`config.mk`:
```
export PLATFORM = sky130hd
export DESIGN_NAME = line_rasterizer_flat
export DESIGN_NICKNAME = d
export VERILOG_FILES = /design/src/rtl/lr_pkg.sv /design/src/rtl/lr_cmd_if.sv /design/src/rtl/lr_pixel_if.sv /design/src/rtl/lr_div.sv /design/src/rtl/line_rasterizer.sv /design/src/flat_wrapper.sv
export SDC_FILE = /design/constraint.sdc
export NUM_CORES = 1
export LEC_CHECK = 0
export ABC_AREA = 1
export BUFFER_PORTS_ARGS = -buffer_cell sky130_fd_sc_hd__buf_4
export CAP_MARGIN = 20
export CORE_UTILIZATION = 50
export CTS_BUF_LIST = sky130_fd_sc_hd__clkbuf_8
export DETAILED_ROUTE_END_ITERATION = 7
export PLACE_DENSITY = 0.67
export SLEW_MARGIN = 20
export SYNTH_ARGS = -nofsm -noshare
export SYNTH_HDL_FRONTEND = slang
export SYNTH_SLANG_ARGS = --single-unit
export TNS_END_PERCENT = 5
```
`constraint.sdc`:
```
create_clock -name clk -period 9.2 [get_ports clk]
set_input_delay 0.46 -clock clk [delete_from_list [all_inputs] [get_ports clk]]
set_output_delay 0.46 -clock clk [all_outputs]
set_load 0.05 [all_outputs]
```
`src/rtl/lr_pkg.sv`:
```
// shared types for the line rasterizer
`timescale 1ns / 1ps

package lr_pkg;

  typedef enum logic [2:0] {
    ST_IDLE,
    ST_MUL,
    ST_DIV_START,
    ST_DIV_WAIT,
    ST_EMIT
  } lr_state_t;

  typedef enum logic {
    MODE_LOAD = 1'b0,
    MODE_STEP = 1'b1
  } lr_mode_t;

  typedef struct packed {
    logic busy;
    logic done;
  } lr_div_stat_t;

endpackage

```
`src/rtl/lr_cmd_if.sv`:
```
// command channel: load or step word
`timescale 1ns / 1ps

interface lr_cmd_if #(
  parameter int W = 10
);
  logic         valid;
  logic         ready;
  logic         mode;
  logic [W-1:0] first_x;
  logic [W-1:0] first_y;
  logic [W-1:0] second_x;
  logic [W-1:0] second_y;

  modport source (
    output valid, mode, first_x, first_y, second_x, second_y,
    input  ready
  );
  modport sink (
    input  valid, mode, first_x, first_y, second_x, second_y,
    output ready
  );
endinterface

```
`src/rtl/lr_pixel_if.sv`:
```
// pixel channel: one plotted pixel per word
`timescale 1ns / 1ps

interface lr_pixel_if #(
  parameter int W = 10
);
  logic         valid;
  logic         ready;
  logic [W-1:0] pixel_x;
  logic [W-1:0] pixel_y;
  logic         last_pixel;

  modport source (
    output valid, pixel_x, pixel_y, last_pixel,
    input  ready
  );
  modport sink (
    input  valid, pixel_x, pixel_y, last_pixel,
    output ready
  );
endinterface

```
`src/rtl/lr_div.sv`:
```
// iterative unsigned divider, two quotient bits per cycle
`timescale 1ns / 1ps

module lr_div #(
  parameter int NUM_BITS = 20,
  parameter int DEN_BITS = 10
) (
  input  logic                 clk,
  input  logic                 rst,
  input  logic                 start,
  input  logic [NUM_BITS-1:0]  num,
  input  logic [DEN_BITS-1:0]  den,
  output logic [NUM_BITS-1:0]  quot,
  output logic [DEN_BITS-1:0]  rem,
  output lr_pkg::lr_div_stat_t stat
);

  localparam int STEPS = (NUM_BITS + 1) / 2;
  localparam int CW    = $clog2(STEPS + 1);

  logic [NUM_BITS-1:0] q_reg;
  logic [DEN_BITS-1:0] r_reg;
  logic [DEN_BITS-1:0] den_reg;
  logic [CW-1:0]       count;
  logic                busy;
  logic                done;

  logic [DEN_BITS:0]   t1, t2, d1, d2;
  logic                ge1, ge2;
  logic [DEN_BITS-1:0] r1;
  logic [NUM_BITS-1:0] q1;
  logic [DEN_BITS-1:0] r_next;
  logic [NUM_BITS-1:0] q_next;

  // two dependent restoring steps
  always_comb begin
    t1     = {r_reg, q_reg[NUM_BITS-1]};
    ge1    = t1 >= {1'b0, den_reg};
    d1     = t1 - {1'b0, den_reg};
    r1     = ge1 ? d1[DEN_BITS-1:0] : t1[DEN_BITS-1:0];
    q1     = {q_reg[NUM_BITS-2:0], ge1};
    t2     = {r1, q1[NUM_BITS-1]};
    ge2    = t2 >= {1'b0, den_reg};
    d2     = t2 - {1'b0, den_reg};
    r_next = ge2 ? d2[DEN_BITS-1:0] : t2[DEN_BITS-1:0];
    q_next = {q1[NUM_BITS-2:0], ge2};
  end

  always_ff @(posedge clk) begin
    if (rst) begin
      busy  <= 1'b0;
      done  <= 1'b0;
      count <= '0;
    end else begin
      done <= 1'b0;
      if (start) begin
        busy  <= 1'b1;
        count <= CW'(STEPS);
      end else if (busy) begin
        count <= count - 1'b1;
        if (count == CW'(1)) begin
          busy <= 1'b0;
          done <= 1'b1;
        end
      end
    end
  end

  always_ff @(posedge clk) begin
    if (start) begin
      q_reg   <= num;
      r_reg   <= '0;
      den_reg <= den;
    end else if (busy) begin
      q_reg <= q_next;
      r_reg <= r_next;
    end
  end

  assign quot      = q_reg;
  assign rem       = r_reg;
  assign stat.busy = busy;
  assign stat.done = done;

endmodule

```
`src/rtl/line_rasterizer.sv`:
```
// line rasterizer top: endpoint state, sequencer and output register
// a load word is taken in the idle state and gives no pixel
// a vertical-line step goes from IDLE straight to EMIT and then into the output register
// a sloped step passes through MUL, DIV_START, DIV_WAIT and EMIT; DIV_WAIT lasts until the
// shared divider is done, and the divider retires two quotient bits per cycle
// one step is in flight at a time; a finished pixel may wait in the output register
// synchronous reset clears the sequencer, the output valid and the line state
`timescale 1ns / 1ps

module line_rasterizer #(
  parameter int COORD_BITS = 10
) (
  input  logic         clk,
  input  logic         rst,
  lr_cmd_if.sink       cmd,
  lr_pixel_if.source   pixel
);

  localparam int CB = COORD_BITS;
  localparam int DW = COORD_BITS + 1;
  localparam int PW = 2 * DW;
  localparam int MW = 2 * COORD_BITS;

  lr_pkg::lr_state_t state, state_next;

  logic [CB-1:0] anchor_x, anchor_y;
  logic [DW-1:0] delta_x, delta_y;
  logic [CB-1:0] walk_position, walk_limit;
  logic [1:0]    vertical_descending;
  logic          line_active;

  logic [CB-1:0] cur_x, cur_y;
  logic          cur_last;
  logic [MW-1:0] prod_mag;
  logic          quot_neg;

  logic          out_valid;
  logic [CB-1:0] out_x, out_y;
  logic          out_last;

  logic          cmd_ready;
  logic          cmd_fire, load_fire, step_fire;
  logic          div_start, emit_fire;

  logic [DW-1:0]        off;
  logic signed [PW-1:0] prod;
  logic [PW-1:0]        prod_neg;
  logic [DW-1:0]        dx_neg;
  logic [CB-1:0]        dx_mag;
  logic [MW-1:0]        div_quot;
  logic [CB-1:0]        div_rem;
  lr_pkg::lr_div_stat_t div_stat;
  logic [DW-1:0]        q_ext, y_sum;

  assign cmd_fire  = cmd.valid && cmd_ready;
  assign load_fire = cmd_fire && (cmd.mode == lr_pkg::MODE_LOAD);
  assign step_fire = cmd_fire && (cmd.mode == lr_pkg::MODE_STEP) && line_active;

  // next state
  always_comb begin
    state_next = state;
    unique case (state)
      lr_pkg::ST_IDLE: begin
        if (step_fire) begin
          state_next = vertical_descending[0] ? lr_pkg::ST_EMIT : lr_pkg::ST_MUL;
        end
      end
      lr_pkg::ST_MUL:       state_next = lr_pkg::ST_DIV_START;
      lr_pkg::ST_DIV_START: state_next = lr_pkg::ST_DIV_WAIT;
      lr_pkg::ST_DIV_WAIT: begin
        if (div_stat.done) begin
          state_next = lr_pkg::ST_EMIT;
        end
      end
      lr_pkg::ST_EMIT: begin
        if (!out_valid || pixel.ready) begin
          state_next = lr_pkg::ST_IDLE;
        end
      end
      default: state_next = lr_pkg::ST_IDLE;
    endcase
  end

  // sequencer outputs
  always_comb begin
    cmd_ready = (state == lr_pkg::ST_IDLE);
    div_start = (state == lr_pkg::ST_DIV_START);
    emit_fire = (state == lr_pkg::ST_EMIT) && (!out_valid || pixel.ready);
  end

  always_ff @(posedge clk) begin
    if (rst) begin
      state <= lr_pkg::ST_IDLE;
    end else begin
      state <= state_next;
    end
  end

  // signed product dy * (x - x1), kept as sign and magnitude
  assign off      = {1'b0, walk_position} - {1'b0, anchor_x};
  assign prod     = $signed(off) * $signed(delta_y);
  assign prod_neg = -prod;
  assign dx_neg   = -delta_x;
  assign dx_mag   = delta_x[DW-1] ? dx_neg[CB-1:0] : delta_x[CB-1:0];

  lr_div #(
    .NUM_BITS (MW),
    .DEN_BITS (CB)
  ) u_div (
    .clk   (clk),
    .rst   (rst),
    .start (div_start),
    .num   (prod_mag),
    .den   (dx_mag),
    .quot  (div_quot),
    .rem   (div_rem),
    .stat  (div_stat)
  );

  // floor: a negative quotient with a remainder rounds one further down
  assign q_ext = {1'b0, div_quot[CB-1:0]};
  assign y_sum = quot_neg
               ? ({1'b0, anchor_y} - q_ext - DW'(|div_rem))
               : ({1'b0, anchor_y} + q_ext);

  // line state
  always_ff @(posedge clk) begin
    if (rst) begin
      anchor_x            <= '0;
      anchor_y            <= '0;
      delta_x             <= '0;
      delta_y             <= '0;
      walk_position       <= '0;
      walk_limit          <= '0;
      vertical_descending <= '0;
      line_active         <= 1'b0;
    end else if (load_fire) begin
      anchor_x    <= cmd.first_x;
      anchor_y    <= cmd.first_y;
      delta_x     <= {1'b0, cmd.second_x} - {1'b0, cmd.first_x};
      delta_y     <= {1'b0, cmd.second_y} - {1'b0, cmd.first_y};
      line_active <= 1'b1;
      if (cmd.first_x == cmd.second_x) begin
        vertical_descending <= (cmd.first_y > cmd.second_y) ? 2'b11 : 2'b01;
        walk_position       <= cmd.first_y;
        walk_limit          <= cmd.second_y;
      end else begin
        vertical_descending <= 2'b00;
        if (cmd.first_x < cmd.second_x) begin
          walk_position <= cmd.first_x;
          walk_limit    <= cmd.second_x;
        end else begin
          walk_position <= cmd.second_x;
          walk_limit    <= cmd.first_x;
        end
      end
    end else if (emit_fire) begin
      if (cur_last) begin
        line_active <= 1'b0;
      end else if (vertical_descending == 2'b11) begin
        walk_position <= walk_position - 1'b1;
      end else begin
        walk_position <= walk_position + 1'b1;
      end
    end
  end

  // working pixel
  always_ff @(posedge clk) begin
    if (step_fire) begin
      cur_x    <= vertical_descending[0] ? anchor_x : walk_position;
      cur_y    <= walk_position;
      cur_last <= (walk_position == walk_limit);
    end
    if (state == lr_pkg::ST_MUL) begin
      prod_mag <= prod[PW-1] ? prod_neg[MW-1:0] : prod[MW-1:0];
      quot_neg <= prod[PW-1] ^ delta_x[DW-1];
    end
    if ((state == lr_pkg::ST_DIV_WAIT) && div_stat.done) begin
      cur_y <= y_sum[CB-1:0];
    end
  end

  // output register
  always_ff @(posedge clk) begin
    if (rst) begin
      out_valid <= 1'b0;
    end else if (emit_fire) begin
      out_valid <= 1'b1;
    end else if (pixel.ready) begin
      out_valid <= 1'b0;
    end
  end

  always_ff @(posedge clk) begin
    if (emit_fire) begin
      out_x    <= cur_x;
      out_y    <= cur_y;
      out_last <= cur_last;
    end
  end

  assign cmd.ready        = cmd_ready;
  assign pixel.valid      = out_valid;
  assign pixel.pixel_x    = out_x;
  assign pixel.pixel_y    = out_y;
  assign pixel.last_pixel = out_last;

endmodule
```
`src/flat_wrapper.sv`:
```
// flat-port wrapper written by rule: the top's interface ports become plain ports
module line_rasterizer_flat 
#(
  parameter int COORD_BITS = 10
)
  (clk, rst, cmd_valid, cmd_mode, cmd_first_x, cmd_first_y, cmd_second_x, cmd_second_y, cmd_ready, pixel_valid, pixel_pixel_x, pixel_pixel_y, pixel_last_pixel, pixel_ready);
  lr_cmd_if cmd_i ();
  lr_pixel_if pixel_i ();
  input  logic clk;
  input  logic rst;
  input wire logic [$bits(cmd_i.valid)-1:0] cmd_valid;
  input wire logic [$bits(cmd_i.mode)-1:0] cmd_mode;
  input wire logic [$bits(cmd_i.first_x)-1:0] cmd_first_x;
  input wire logic [$bits(cmd_i.first_y)-1:0] cmd_first_y;
  input wire logic [$bits(cmd_i.second_x)-1:0] cmd_second_x;
  input wire logic [$bits(cmd_i.second_y)-1:0] cmd_second_y;
  output wire logic [$bits(cmd_i.ready)-1:0] cmd_ready;
  output wire logic [$bits(pixel_i.valid)-1:0] pixel_valid;
  output wire logic [$bits(pixel_i.pixel_x)-1:0] pixel_pixel_x;
  output wire logic [$bits(pixel_i.pixel_y)-1:0] pixel_pixel_y;
  output wire logic [$bits(pixel_i.last_pixel)-1:0] pixel_last_pixel;
  input wire logic [$bits(pixel_i.ready)-1:0] pixel_ready;
  assign cmd_i.valid = cmd_valid;
  assign cmd_i.mode = cmd_mode;
  assign cmd_i.first_x = cmd_first_x;
  assign cmd_i.first_y = cmd_first_y;
  assign cmd_i.second_x = cmd_second_x;
  assign cmd_i.second_y = cmd_second_y;
  assign cmd_ready = cmd_i.ready;
  assign pixel_valid = pixel_i.valid;
  assign pixel_pixel_x = pixel_i.pixel_x;
  assign pixel_pixel_y = pixel_i.pixel_y;
  assign pixel_last_pixel = pixel_i.last_pixel;
  assign pixel_i.ready = pixel_ready;
  line_rasterizer #(.COORD_BITS(COORD_BITS)) u_core (.clk(clk), .rst(rst), .cmd(cmd_i), .pixel(pixel_i));
endmodule
```
Yosys cells after proc, flatten, opt, wreduce, memory -nomap -nowiden
Cells that the tools add are included.

Memories kept: 0. Bits in read-only memories: 0. Memory bits (writable): 0. Input port bits: 45. Output and inout bits: 23. Word-level logic and storage cells: 114. Register bits: 178. Bits in latches: 0.

Equality and inequality tests: 12. $mul: 1. Bitwise gates (word level): 3. Div/mod/pow operators: 0. Add/sub/neg operators: 13. Multiplexer cells: 36. Magnitude comparators: 4. Reduce and logical (&&, ||, !) cells: 20. Shifts and indexed selects: 0.

Operators by type and width (number): 10-bit 2-to-1 mux (15); 20-bit 2-to-1 mux (3); 10-bit by 10-bit subtractor with 11-bit output (3); 10-bit subtractor (3); 11-bit by 10-bit greater-or-equal comparator with 1-bit output (2); 11-bit by 11-bit multiplier with 22-bit output (1); 10-bit == test (2); 20-bit negation (1); 3-bit case mux with 5 select lines (1); 3-bit 2-to-1 mux (4); 10-bit by 1-bit adder with 10-bit output, second input constant (1); 10-bit adder (1); 10-bit greater-than comparator (1); 10-bit < comparator (1); 10-bit negation (1); 2-bit nonzero test (5); 10-bit OR reduction (1); 10-bit by 1-bit subtractor with 10-bit output (1); 10-bit by 1-bit subtractor with 10-bit output, second input constant (1); 1-bit 2-to-1 mux (9); 4-bit 2-to-1 mux (2); 3-bit by 2-bit == test with 1-bit output, second input constant (2); 1-bit logical AND (6); 2-bit != test, second input constant (3); 16 further kinds (19).

Longest topological paths before layout
Gate-level depths: netlist (run 1).

Depth after elaboration: 6. Depth in mapped cells: 42. Depth with buffers taken out: 42.

Hierarchy
From an unflattened synthesis (run 1), not the netlist that was laid out.

Cells, all modules: 2242. Area, all modules: 17230.3 um^2.

By module, submodules not included: line_rasterizer (cells an instance 1809, sequential area each 3273.1 um^2, area an instance 13957.1 um^2, times used 1); lr_div (cells an instance 433, sequential area each 1221.2 um^2, area an instance 3273.1 um^2, times used 1).

Least setup slack after synthesis (run 1)
No wires, ideal clock.

Kind: reg-to-reg. From: register u_core.walk_position[0]. To: register u_core.prod_mag[18] (data pin). Data required time: 8951 ps. Stages on the path, launching flop included: 38. Clock period less this slack: 6554 ps. Buffers on the path: 0. Library setup time: 249 ps. Arrival: 6305 ps. Path slack: 2646 ps. Path through: dfxtp_1 -> inv_1 -> ha_1 -> fa_1 -> inv_1 -> nand3_1 -> nand2_1 -> a21oi_1 -> o21ai_1 -> a21oi_1 -> o21bai_1 -> or2_1 -> nand2_1 -> inv_2 -> nand2_1 -> fa_1 -> inv_1 -> fa_1 -> (+2 left out) -> inv_1 -> fa_1 -> inv_1 -> ha_1 -> nand2_1 -> inv_1 -> a21oi_1 -> nand3_1 -> nand2_1 -> nand2_1 -> nor2_1 -> nand3_2 -> nor2_4 -> nand3_2 -> nand2_1 -> nand2_1 -> nand2_1 -> inv_1.

Longest elaborated chain between the ends: 4.

Ends and longest elaborated chain: start, declared (RTL line line_rasterizer.sv:28) `logic [CB-1:0] walk_position, walk_limit;`; start signal, assigned (RTL line line_rasterizer.sv:145) `walk_position <= cmd.first_y;`; start signal, assigned (RTL line line_rasterizer.sv:150) `walk_position <= cmd.first_x;`; start signal, assigned (RTL line line_rasterizer.sv:153) `walk_position <= cmd.second_x;`; 10-bit by 10-bit subtractor with 11-bit output * (RTL line line_rasterizer.sv:100) `assign off = {1'b0, walk_position} - {1'b0, anchor_x};`; 11-bit by 11-bit multiplier with 22-bit output * (RTL line line_rasterizer.sv:101) `assign prod = $signed(off) * $signed(delta_y);`; 20-bit negation (RTL line line_rasterizer.sv:102) `assign prod_neg = -prod;`; 20-bit 2-to-1 mux * (RTL line line_rasterizer.sv:176) `prod_mag <= prod[PW-1] ? prod_neg[MW-1:0] : prod[MW-1:0];`; end signal, assigned (RTL line line_rasterizer.sv:176); end, declared (RTL line line_rasterizer.sv:34) `logic [MW-1:0] prod_mag;`.

Mark *: on every way between the ends. The rest lies on a longest branch, timed or not. A chain may end at the register's enable or synchronous reset.

Worst setup path after layout (run 1)
From: register u_core.walk_position[0]. To: register u_core.prod_mag[16] (data pin).

The elaborated chain is that of the path after synthesis.

==> results.ini, run 1 <==
[global_routing]
grt_pass1_vias=13400
grt_pass1_wl_um=69300
grt_usage_pct=26.5
antenna_found_initial=0
grt_max_degree=60
grt_overflow=0

[floorplan]
core-area_mm2=0.0325
die_area_mm2=0.0337
pin_count=68
die_width_um=183
std_cell_rows=66
initial_core_util_pct=50.7
fp.dieH_um=183

[timing]
fin_worst_skew_ps=36.2
period_needed_ps=7350
setup_violations=0
hold_violations=0
rsz0062_at_grt=no
period_share_pct=79.9
worst_pin_slew_ps=1040
maxSlewViolCount=0
fmax_mhz=136
relSlewSlack_pct=30.2
tns_ps=0

[worst_setup_path]
path_class=flip-flop to flip-flop
startpoint_type=flip-flop
arrival_ps=7590
ff2ff_setup_slack_ps=1850
slowest_stage=fa_1
crit_path_end_kind=flip-flop
r2r_end=u_core.prod_mag[16]
timing.rr.start=u_core.walk_position[0]
crit_required_ps=9440
crit_fanout=26
rr_worst_depth=33
critPathMaxStageDelay_ps=580

[final_layout]
register_area_mm2=0.00449
nets=2453
fillers=3102
multiInputGateArea_mm2=0.0101
diodes=0
drive_gt1_share_pct=8.47
area_growth_pct=7.78

[detailed_routing]
wirelength_met1_um=18700
drc=0
highest_layer=met4
vias_per_cell=5.31
wl_per_cell_um=16.5
drt-initial-drc-count=1049
totalWireLength_um=42800
ant_nets=0
vias=13800
wl_met2_um=20600
dr_wl_met3_um=2280
firstDrtPassIters=5

[clock_network]
cts_made_buffers=17
max-clock-path-buffers=2
cts.clk_slew.worst_paths_ps=130
cts_tree=yes
cts_setup_buffers=0
cts-resized-gates=0
cts_htree_levels=4
root_buffer=clkbuf_8
cts.sinks=178
insertion_delay_ps=500
cts-hold-fix-buffers=0

[logic_synthesis]
synthCells=2109
synth_ff_type=edfxtp_1
synth_edf_count=93
synthTopCellsByCount=nand2_1, inv_1, a21oi_1, nor2_1, o21ai_0
synthMostInstantiatedCell=nand2_1
syn_nets=2414
synth-seq-area-share_pct=27.3
ys_seq_elements=178
synth_top_area_cell=edfxtp_1
synth.avg_cell_area_um2=7.81
synth_area_mm2=0.0165
async_flop_share_pct=0
synth_cell_types=55
yosys_warnings=0
synth_area_leaders=edfxtp_1, fa_1, dfxtp_1
synth_top_area_share_pct=17.0

[hold_path]
hp-class=input pin to flip-flop
min_from=cmd_second_y[5]
hold_depth=3
hold_end=u_core.walk_limit[5]

[placed_design]
place_hpwl_um=34700
portBuffers=67
gp_congestion=0.994

[outcome]
status=completed

[job]
maxCapViolations=0

[cell families (layout without fill, tap and decap cells)]
kind of cell	Yosys count	after routing	share of synthesized area [%]
xor gates and xnor gates	76	76	4.04
AOI/OAI and AO/OA	378	378	12.6
adders and majority gates	260	260	25.5
DFF	178	178	27.3
buffers and inverters	491	543	11.5
and+or+nand+nor	726	726	19.1
[worst max-delay path by stage]
stage | start | end | slack (ps) | depth (start not counted)
after floorplan | u_core.walk_position[0] | u_core.prod_mag[18] | 2650 | 37
after global placement | u_core.walk_position[0] | u_core.prod_mag[16] | 2080 | 34
after detailed placement | u_core.walk_position[0] | u_core.prod_mag[16] | 1970 | 33
after CTS | u_core.walk_position[0] | u_core.prod_mag[16] | 1940 | 34
after global routing | u_core.walk_position[0] | u_core.prod_mag[16] | 1290 | 34
final | u_core.walk_position[0] | u_core.prod_mag[16] | 1850 | 33
[per-stage QoR]
step	util [%]	cell area [µm²]	hold slack (ps)	std cells	setup slack, ps
global route	54.7	17700	263	2603	1290
detailed placement	53.4	17300	405	2571	1970
floorplan	-	16500	400	2109	2650
global placement	53.4	17300	402	2571	2080
CTS	54.7	17700	238	2603	1940
finish	54.7	17700	262	2603	1850
[metal layers]
metal	GRT usage, %	vias to the layer above
li1	-	6774
met3	3.35	67
met4	8.57	0
met5	0	-
met1	34.7	6540
met2	45.5	433
[layout by cell type, fill, tap and decap left out, drive strengths merged, types with 7 or more instances in the layout]
cell	count
xor2	52
o21bai	7
a22oi	10
edfxtp	93
xnor2	24
inv	441
a21oi	170
or2	22
ha	134
fa	126
nor3	20
nand2	441
clkinv	11
o21ai	143
o22ai	8
clkbuf	17
nand4	18
nand3	66
nor2	147
a21o	7
buf	73
dfxtp	85
[layout make-up]
class	count	area share [%]
repair buffers	73	3.09
well taps	442	3.12
clock inverters	15	1.00
flip-flops and latches	178	25.3
clock buffers	17	1.32
inverters	438	9.26
multi-input cells	1440	56.9
[worst max-delay path: cells and delay by family (launching register included)]
kind	cells	cell delay [ps]
DFF	1	400
buffers and inverters	7	690
AOI/OAI and AO/OA	5	700
and+or+nand+nor	13	1480
adders and majority gates	8	3840
Power of run 1 is not shown: default switching activity piles up to over one toggle a cycle in this logic, so the estimate is an artifact.
==> inputs of run 2 (changes only) <==
Settings changed: PLACE_DENSITY 0.67 to 0.69.
Clock period 9.2 ns to 6.1 ns, I/O delays scaled along.
==> run 2 against run 1 <==
- the run now ends with setup timing left
- register-to-register slack worse by 2400 ps
- final cell count is 5.5% higher
- via count is 2.6% higher
- flip-flop and latch count stayed put
- maximum frequency is 10% higher
- critical endpoint is now u_core.quot_neg
==> results.ini, run 2 (synthesis results as in run 1) <==
[outcome]
status=finished, violations left
violations=setup timing

[final_layout]
nets=2597
final_core_util_pct=59.5
layout_common_cells=inv_1, nand2_1, buf_4
area_growth_pct=17.4
drive_gt1_share_pct=18.2
finish.instance_area_mm2=0.0193
diodes=0
final_common_cell=inv_1
fillers=3007

[global_routing]
grt_pass1_vias=13900
met1_usage_pct=34.3
use_met3_pct=3.57
antenna_found_initial=0
grt_pass1_wl_um=69900
grt_overflow=0
busiest_layer=met2
use_met2_pct=46.0
grt_max_degree=61
grt_usage_pct=26.6

[timing]
relSlewSlack_pct=33.3
period_needed_ps=6660
setup_violations=20
period_share_pct=109
fmax_mhz=150
fin_ws_ps=-563
holdWs_ps=127
maxSlewViolCount=0
fin_worst_skew_ps=21.3
hold_violations=0
worst_pin_slew_ps=998
rsz0062_at_grt=yes

[floorplan]
fp.dieH_um=183
initial_core_util_pct=50.7
core-area_mm2=0.0325
pin_count=68
die_width_um=183
die_area_mm2=0.0337
std_cell_rows=66

[worst_setup_path]
slowest_stage=fa_1
crit_path_start=u_core.walk_position[0]
ff2ff_setup_slack_ps=-560
crit_fanout=7
arrival_ps=6890
crit_path_end_kind=flip-flop
rr_worst_depth=34
path_class=flip-flop to flip-flop
r2r_end=u_core.quot_neg
crit_required_ps=6330
critPathMaxStageDelay_ps=590
timing.rr.start=u_core.walk_position[0]
path_common_cell=fa_1
startpoint_type=flip-flop

[clock_network]
cts.sinks=178
cts_tree=yes
cts_htree_levels=4
cts.clk_slew.worst_paths_ps=120
root_buffer=clkbuf_8
insertion_delay_ps=480
max-clock-path-buffers=2
cts_made_buffers=17

[detailed_routing]
ant_nets=0
drc=0
totalWireLength_um=42800
vias_per_cell=5.16
firstDrtPassIters=5
vias=14200
wl_per_cell_um=15.6
drt-initial-drc-count=920

[placed_design]
portBuffers=67
place_hpwl_um=34600
placed_area_mm2=0.0185
gp_congestion=0.978

[job]
maxCapViolations=0

[hold_path]
hp-class=input pin to flip-flop
hold_end=u_core.walk_limit[6]
hold_depth=3
min_from=cmd_first_x[6]

run 2: cell count changes in the layout (fill, tap and decap cells not counted), moves of 5 or more:
cell	change
a21oi_1	-12
a21oi_2	+10
buf_4	+140
clkinv_8	-5
ha_1	-12
ha_4	+12
inv_1	-18
inv_2	+15
nand2_1	-25
nand2_2	+18
nand2_4	+6
nand3_1	-5
nor2_1	-9
nor2_2	+7
run 2: repair_timing:
action | in CTS | in global routing
gates cloned | 1 | 0
setup buffers | 0 | 18
pin swaps | 9 | 52
hold buffers | 0 | 0
gates resized for setup | 8 | 67
endpoints found under the setup margin | 20 | 20
run 2: final cells by class:
| type | count | area (µm²) | area share [%] |
|---|---|---|---|
| multi-input cells | 1441 | 10600 | 54.7 |
| inverters | 438 | 1650 | 8.55 |
| well taps | 442 | 553 | 2.86 |
| flip-flops and latches | 178 | 4500 | 23.3 |
| clock buffers | 17 | 234 | 1.21 |
| clock inverters | 15 | 183 | 0.945 |
| repair buffers | 216 | 1650 | 8.51 |
run 2: worst max-delay path, delay by kind of cell, from the launching register on:
family | cells | cell delay (ps)
simple gates | 8 | 710
flops | 1 | 380
buf+inv | 10 | 850
xor+xnor | 1 | 130
fa+ha+maj | 8 | 3410
compound gates | 7 | 900
run 2: worst max path at each step:
stage / end / slack, ps
6_report: u_core.quot_neg / -560
5_1_grt: u_core.quot_neg / -820
4_1_cts: u_core.prod_mag[16] / -420
3_5_place_dp: u_core.prod_mag[19] / -480
3_3_place_gp: u_core.prod_mag[19] / -390
2_1_floorplan: u_core.prod_mag[10] / -3
run 2: metal layers:
metal / up-vias / wire length [µm]
met5: - / 0
met4: 0 / 1280
met3: 72 / 2320
met2: 365 / 20800
met1: 6657 / 18400
li1: 7076 / -
run 2: through the flow:
step / std cells / worst slack, ps / setup TNS [ps]
2_1_floorplan: 2109 / -3.33 / -9.01
3_3_place_gp: 2696 / -394 / -6390
3_5_place_dp: 2696 / -483 / -7740
4_1_cts: 2729 / -416 / -7400
5_1_grt: 2747 / -816 / -15220
6_report: 2747 / -563 / -9770
Power of run 2 is left out for the same reason.
